`config.mk`:
```
export PLATFORM = sky130hd
export DESIGN_NAME = slab_ctrl
export DESIGN_NICKNAME = d
export VERILOG_FILES = /design/src/sv/slab_pkg.sv /design/src/sv/slab_ctrl.sv
export SDC_FILE = /design/constraint.sdc
export NUM_CORES = 1
export LEC_CHECK = 0
export BUFFER_PORTS_ARGS = -buffer_cell sky130_fd_sc_hd__buf_2
export CAP_MARGIN = 20
export CORE_AREA = 4 4 41 43
export CTS_BUF_LIST = sky130_fd_sc_hd__clkbuf_4 sky130_fd_sc_hd__clkbuf_8
export CTS_CLUSTER_DIAMETER = 50
export DETAILED_ROUTE_END_ITERATION = 10
export DIE_AREA = 0 0 45 47
export PLACE_DENSITY = 0.69
export SKIP_CTS_REPAIR_TIMING = 1
export SYNTH_ARGS = -nofsm -noshare
export SYNTH_HDL_FRONTEND = slang
export SYNTH_SLANG_ARGS = --single-unit
```
`constraint.sdc`:
```
create_clock -name clk -period 2 [get_ports clk]
set_clock_uncertainty 0.15 [all_clocks]
set_input_delay 0.1 -clock clk [delete_from_list [all_inputs] [get_ports clk]]
set_output_delay 0.1 -clock clk [all_outputs]
set_load 0.05 [all_outputs]
```
`src/sv/slab_pkg.sv`:
```
// Shared constants, types and command/status codes for the slab allocator.
// No dependencies; imported by every module of the block.
`default_nettype none
package slab_pkg;

  localparam int NUM_FRAMES      = 16;
  localparam int SLAB_BYTES_LOG2 = 12;
  localparam int MIN_CLASS_LOG2  = 5;
  localparam int MAX_CLASS_LOG2  = 11;

  localparam int NUM_CLASSES = MAX_CLASS_LOG2 - MIN_CLASS_LOG2 + 1;
  localparam int FRAME_W     = (NUM_FRAMES > 1) ? $clog2(NUM_FRAMES) : 1;
  localparam int PTR_W       = $clog2(NUM_FRAMES + 1);
  localparam int SLOT_W      = SLAB_BYTES_LOG2 - MIN_CLASS_LOG2;
  localparam int FRESH_W     = SLOT_W + 1;
  localparam int CLS_W       = (NUM_CLASSES > 1) ? $clog2(NUM_CLASSES) : 1;
  localparam int ORDER_W     = 5;
  localparam int ADDR_W      = 16;
  localparam int SIZE_W      = 16;
  localparam int GSIZE_W     = 12;
  localparam int LINK_AW     = FRAME_W + SLOT_W;

  typedef logic [FRAME_W-1:0] frame_t;
  typedef logic [PTR_W-1:0]   ptr_t;
  typedef logic [SLOT_W-1:0]  slot_t;
  typedef logic [FRESH_W-1:0] fresh_t;
  typedef logic [CLS_W-1:0]   cls_t;
  typedef logic [ORDER_W-1:0] order_t;

  localparam ptr_t NONE = PTR_W'(NUM_FRAMES);

  localparam logic [1:0] ST_OK        = 2'd0;
  localparam logic [1:0] ST_TOO_LARGE = 2'd1;
  localparam logic [1:0] ST_NO_FRAME  = 2'd2;
  localparam logic [1:0] ST_BAD_ADDR  = 2'd3;

  localparam logic CMD_ALLOC = 1'b0;
  localparam logic CMD_FREE  = 1'b1;

  localparam logic [3:0] OP_NONE    = 4'd0;
  localparam logic [3:0] OP_LOAD    = 4'd1;
  localparam logic [3:0] OP_ERR     = 4'd2;
  localparam logic [3:0] OP_NEWSLAB = 4'd3;
  localparam logic [3:0] OP_USECUR  = 4'd4;
  localparam logic [3:0] OP_FRESH   = 4'd5;
  localparam logic [3:0] OP_RDLINK  = 4'd6;
  localparam logic [3:0] OP_LINK    = 4'd7;
  localparam logic [3:0] OP_EXHAUST = 4'd8;
  localparam logic [3:0] OP_PUSH    = 4'd9;
  localparam logic [3:0] OP_PICK    = 4'd10;
  localparam logic [3:0] OP_REMOVE  = 4'd11;
  localparam logic [3:0] OP_EMIT    = 4'd12;

  typedef struct packed {
    logic [3:0] op;
    logic [1:0] err;
  } dp_cmd_t;

  typedef struct packed {
    logic is_free;
    logic too_large;
    logic no_frame;
    logic has_cur;
    logic free_bad;
    logic head_nz;
    logic fresh_ok;
    logic cnt_last;
    logic release_frame;
    logic cur_is_f;
  } dp_stat_t;

  function automatic slot_t slots_in(cls_t c);
    return SLOT_W'((32'(1) << (SLOT_W - int'(c))) - 1);
  endfunction

endpackage
`default_nettype wire

```
`src/sv/slab_ctrl.sv`:
```
// Controller: sequences decode, slot take, push and list fix-up for one request.
// Depends on slab_pkg; commands slab_dp and owns both handshakes.
`default_nettype none
module slab_ctrl import slab_pkg::*; (
  input  wire logic     clk,
  input  wire logic     rst_n,
  input  wire logic     in_valid,
  output logic          in_ready,
  output logic          out_valid,
  input  wire logic     out_ready,
  input  wire dp_stat_t stat,
  output dp_cmd_t       cmd
);

  localparam logic [2:0] S_IDLE = 3'd0;
  localparam logic [2:0] S_DEC  = 3'd1;
  localparam logic [2:0] S_ALOC = 3'd2;
  localparam logic [2:0] S_RDW  = 3'd3;
  localparam logic [2:0] S_FIX  = 3'd4;
  localparam logic [2:0] S_DONE = 3'd5;

  logic [2:0] state_r, state_nxt;
  logic       out_valid_r, out_valid_nxt;

  assign in_ready  = state_r == S_IDLE;
  assign out_valid = out_valid_r;

  always_comb begin
    state_nxt     = state_r;
    out_valid_nxt = out_valid_r && !out_ready;
    cmd.op        = OP_NONE;
    cmd.err       = ST_OK;
    unique case (state_r)
      S_IDLE: begin
        if (in_valid) begin
          cmd.op    = OP_LOAD;
          state_nxt = S_DEC;
        end
      end
      S_DEC: begin
        if (stat.is_free) begin
          if (stat.free_bad) begin
            cmd.op    = OP_ERR;
            cmd.err   = ST_BAD_ADDR;
            state_nxt = S_DONE;
          end else begin
            cmd.op    = OP_PUSH;
            state_nxt = stat.release_frame ? S_FIX : S_DONE;
          end
        end else if (stat.too_large) begin
          cmd.op    = OP_ERR;
          cmd.err   = ST_TOO_LARGE;
          state_nxt = S_DONE;
        end else if (stat.has_cur) begin
          cmd.op    = OP_USECUR;
          state_nxt = S_ALOC;
        end else if (stat.no_frame) begin
          cmd.op    = OP_ERR;
          cmd.err   = ST_NO_FRAME;
          state_nxt = S_DONE;
        end else begin
          cmd.op    = OP_NEWSLAB;
          state_nxt = S_ALOC;
        end
      end
      S_ALOC: begin
        if (stat.head_nz) begin
          cmd.op    = OP_RDLINK;
          state_nxt = S_RDW;
        end else if (stat.fresh_ok) begin
          cmd.op    = OP_FRESH;
          state_nxt = stat.cnt_last ? S_FIX : S_DONE;
        end else begin
          cmd.op    = OP_EXHAUST;
          state_nxt = S_FIX;
        end
      end
      S_RDW: begin
        cmd.op    = OP_LINK;
        state_nxt = stat.cnt_last ? S_FIX : S_DONE;
      end
      S_FIX: begin
        cmd.op    = (stat.is_free && !stat.cur_is_f) ? OP_REMOVE : OP_PICK;
        state_nxt = S_DONE;
      end
      S_DONE: begin
        if (!out_valid_r || out_ready) begin
          cmd.op        = OP_EMIT;
          out_valid_nxt = 1'b1;
          state_nxt     = S_IDLE;
        end
      end
      default: state_nxt = S_IDLE;
    endcase
  end

  always_ff @(posedge clk) begin
    if (!rst_n) begin
      state_r     <= S_IDLE;
      out_valid_r <= 1'b0;
    end else begin
      state_r     <= state_nxt;
      out_valid_r <= out_valid_nxt;
    end
  end

endmodule
`default_nettype wire

```
==> summary.md <==
| Metric | Value |
|---|---|
| H-tree levels | `1` |
| Commonest non-fill, non-tap cell in the layout | `buf_2` |
| GPL Wtd Cong | `0.834` |
| Max_cap viols | `0` |
| Slew headroom | `0.756` |
| Final net count | `104` |
| Hold Vio Cnt, Final | `0` |
| Worst skew pair latency | `240 ps` |
| 1st-iter DRT viols | `10` |
| R2r setup slk | `570 ps` |
| Yosys reg bits | `4` |
| First-pass detailed-route iteration total | `3` |
| Area grow syn2layout | `32.9%` |
| Worst-path fanout max | `12` |
| Worst Path Required | `1750 ps` |
| Clock root cell | `clkbuf_4` |
| Fin worst setup slack | `149 ps` |
| Drt drc | `0` |
| Worst-Margin Slew | `365 ps` |
| Pwr dens | `828 mW/mm²` |
| Post-placement cell area | `552 µm²` |
| Ant diodes | `0` |
| Worst Hold Path Cells | `4` |
| Die area | `0.00212 mm²` |
| FMAX | `540 MHz` |
| Crit path time final | `1850 ps` |
| Unrepaired setup endpoints after global routing | `no` |
| Largest net degree at the start of global routing | `13` |
| Die Span Y | `47 µm` |
| Antenna violations before repair | `0` |
| Setup violators final | `0` |
| Crit path max-delay cell type | `dfxtp_2` |
| Detail-routed via count per cell | `5.17` |
| Synthesized area | `449 µm²` |
| Share of layout cells above drive strength 1 | `0.375` |
| Leakage | `0.267 nW` |
| WHS Endpoint | `state_r[0]` |
| GRT Total Usage | `0.135` |
| Routed Antenna Nets | `0` |
| Overflow after GRT | `0` |
| R2r startpoint | `state_r[0]` |
| Syn Nets | `80` |
| Status | `finished clean` |
| Count of input and output buffers | `21` |
| First-pass GRT wire length | `2.06 mm` |
| Worst Setup Start Kind | `flop` |
| Total number of vias | `532` |
| Slowest stage delay, CP | `430 ps` |
| Hold WC Path Type | `in2reg` |
| CTS max path bufs | `2` |
| Syn. warnings | `0` |
| Cell row count | `13` |
| R2R Path End | `state_r[2]` |
| Most frequent cells in the layout | `buf_2 (21), nor2_1 (7), nand2_1 (6)` |
| Hold Startpoint | `stat[2]` |
| Worst slack at placement | `274 ps` |
| Routed WL | `1.22 mm` |
| Clk slew on worst S/H paths | `40 ps` |
| Design Area, Final | `597 µm²` |
| Total CTS buffers | `3` |
| Clock sink count | `4` |
| CP top delay family | `flip-flops` |
| WL/cell | `11.8 µm` |
| Crit-path cells | `inv_1 > nor4_1 > a32oi_1 > o31ai_2 > buf_2` |
| Fill cells | `156` |
| CTS tree | `yes` |
| CORE AREA | `0.00130 mm²` |
| DP HPWL | `973 µm` |
| Max Slew Vio Count | `0` |
| Seq/Total Area, Yosys | `0.178` |
| Arrival time at the worst endpoint | `1600 ps` |
| Ports | `22` |
| Buf/Inv on CP | `2` |
| Syn avg cell area | `6.81 µm²` |
| Total power | `494 µW` |
| Syn Inst Count | `66` |
| Reg2Reg Depth | `4` |
| Vias in the first global route | `481` |
| Worst Setup End Kind | `output port` |
| Synth cell types | `28` |
| Worst VDD drop | `0.354 mV` |
| Critical path class | `reg2out` |
| Chip Width | `45 µm` |
| Final core utilization | `0.459` |
| Starting density of the core | `0.345` |
| Setup TNS | `0 ps` |
| Final period util | `0.925` |
## stage by stage
stage,hold slack (ps),cells
2_1_floorplan,78.2,66
3_3_place_gp,195,98
3_5_place_dp,202,98
4_1_cts,-43.4,101
5_1_grt,42.9,103
6_report,35.1,103
## cell usage after synthesis, drive strengths merged
library cell,instances,area share
nor2,7,0.059
nand2,6,0.050
a21oi,5,0.056
buf,5,0.086
inv,5,0.042
o21ai,5,0.056
a31oi,4,0.056
dfxtp,4,0.18
nor3,4,0.045
nand2b,3,0.047
nor2b,3,0.058
o22ai,3,0.042
a22oi,2,0.033
mux2i,2,0.045
a211oi,1,0.017
a221oi,1,0.033
a32oi,1,0.020
and3,1,0.014
nand3b,1,0.017
nor3b,1,0.017
nor4,1,0.014
o31ai,1,0.017
## per-layer routing
| metal | GRT usage | up-vias | part of all wire |
|---|---|---|---|
| met2 | 0.212 | 10 | 0.48 |
| met4 | 0.0702 | 0 | 0.015 |
| li1 | - | 287 | - |
| met3 | 0.0575 | 4 | 0.063 |
| met1 | 0.157 | 231 | 0.44 |
| met5 | 0 | - | 0 |
## layout make-up
class	instances	area (µm²)	share of cell area
multi-input cells	52	322	0.539
repair buffers	24	133	0.222
flip-flops and latches	4	82.6	0.138
clock buffers	3	22.5	0.0377
inverters	5	18.8	0.0314
well taps	15	18.8	0.0314
## logic make-up after synthesis
family	Yosys count	share of synthesized area
multiplexers	2	0.0446
AO/OA/AOI/OAI	23	0.329
buffers and inverters	10	0.128
flip-flops	4	0.178
AND/OR/NAND/NOR	27	0.320
## worst max-delay path by stage
| stage | slack (ps) | endpoint | depth (start not counted) | from |
|---|---|---|---|---|
| final | 150 | cmd[2] | 5 | state_r[1] |
| after global routing | 4 | cmd[2] | 5 | state_r[1] |
| after CTS | -4 | cmd[2] | 5 | state_r[1] |
| after detailed placement | 270 | cmd[2] | 5 | state_r[1] |
| after global placement | 330 | cmd[2] | 5 | state_r[1] |
| after floorplan | 150 | cmd[0] | 3 | state_r[0] |
## sequential cells by signal, indices dropped and copies added, names as in the netlist
name	flops
state_r	3
out_valid	1
## report_power, final
group	internal (mW)	switching, mW
logic	0.0862	0.189
clock network	0.0675	0.0379
registers	0.0901	0.0233
total	0.244	0.250
## worst min-delay path, cell delays in order
cell and delay, ps:
buf_2 80, o22ai_1 60, nand2_1 80, a221oi_2 60
No activity file was read; power rests on OpenSTA's default activity.
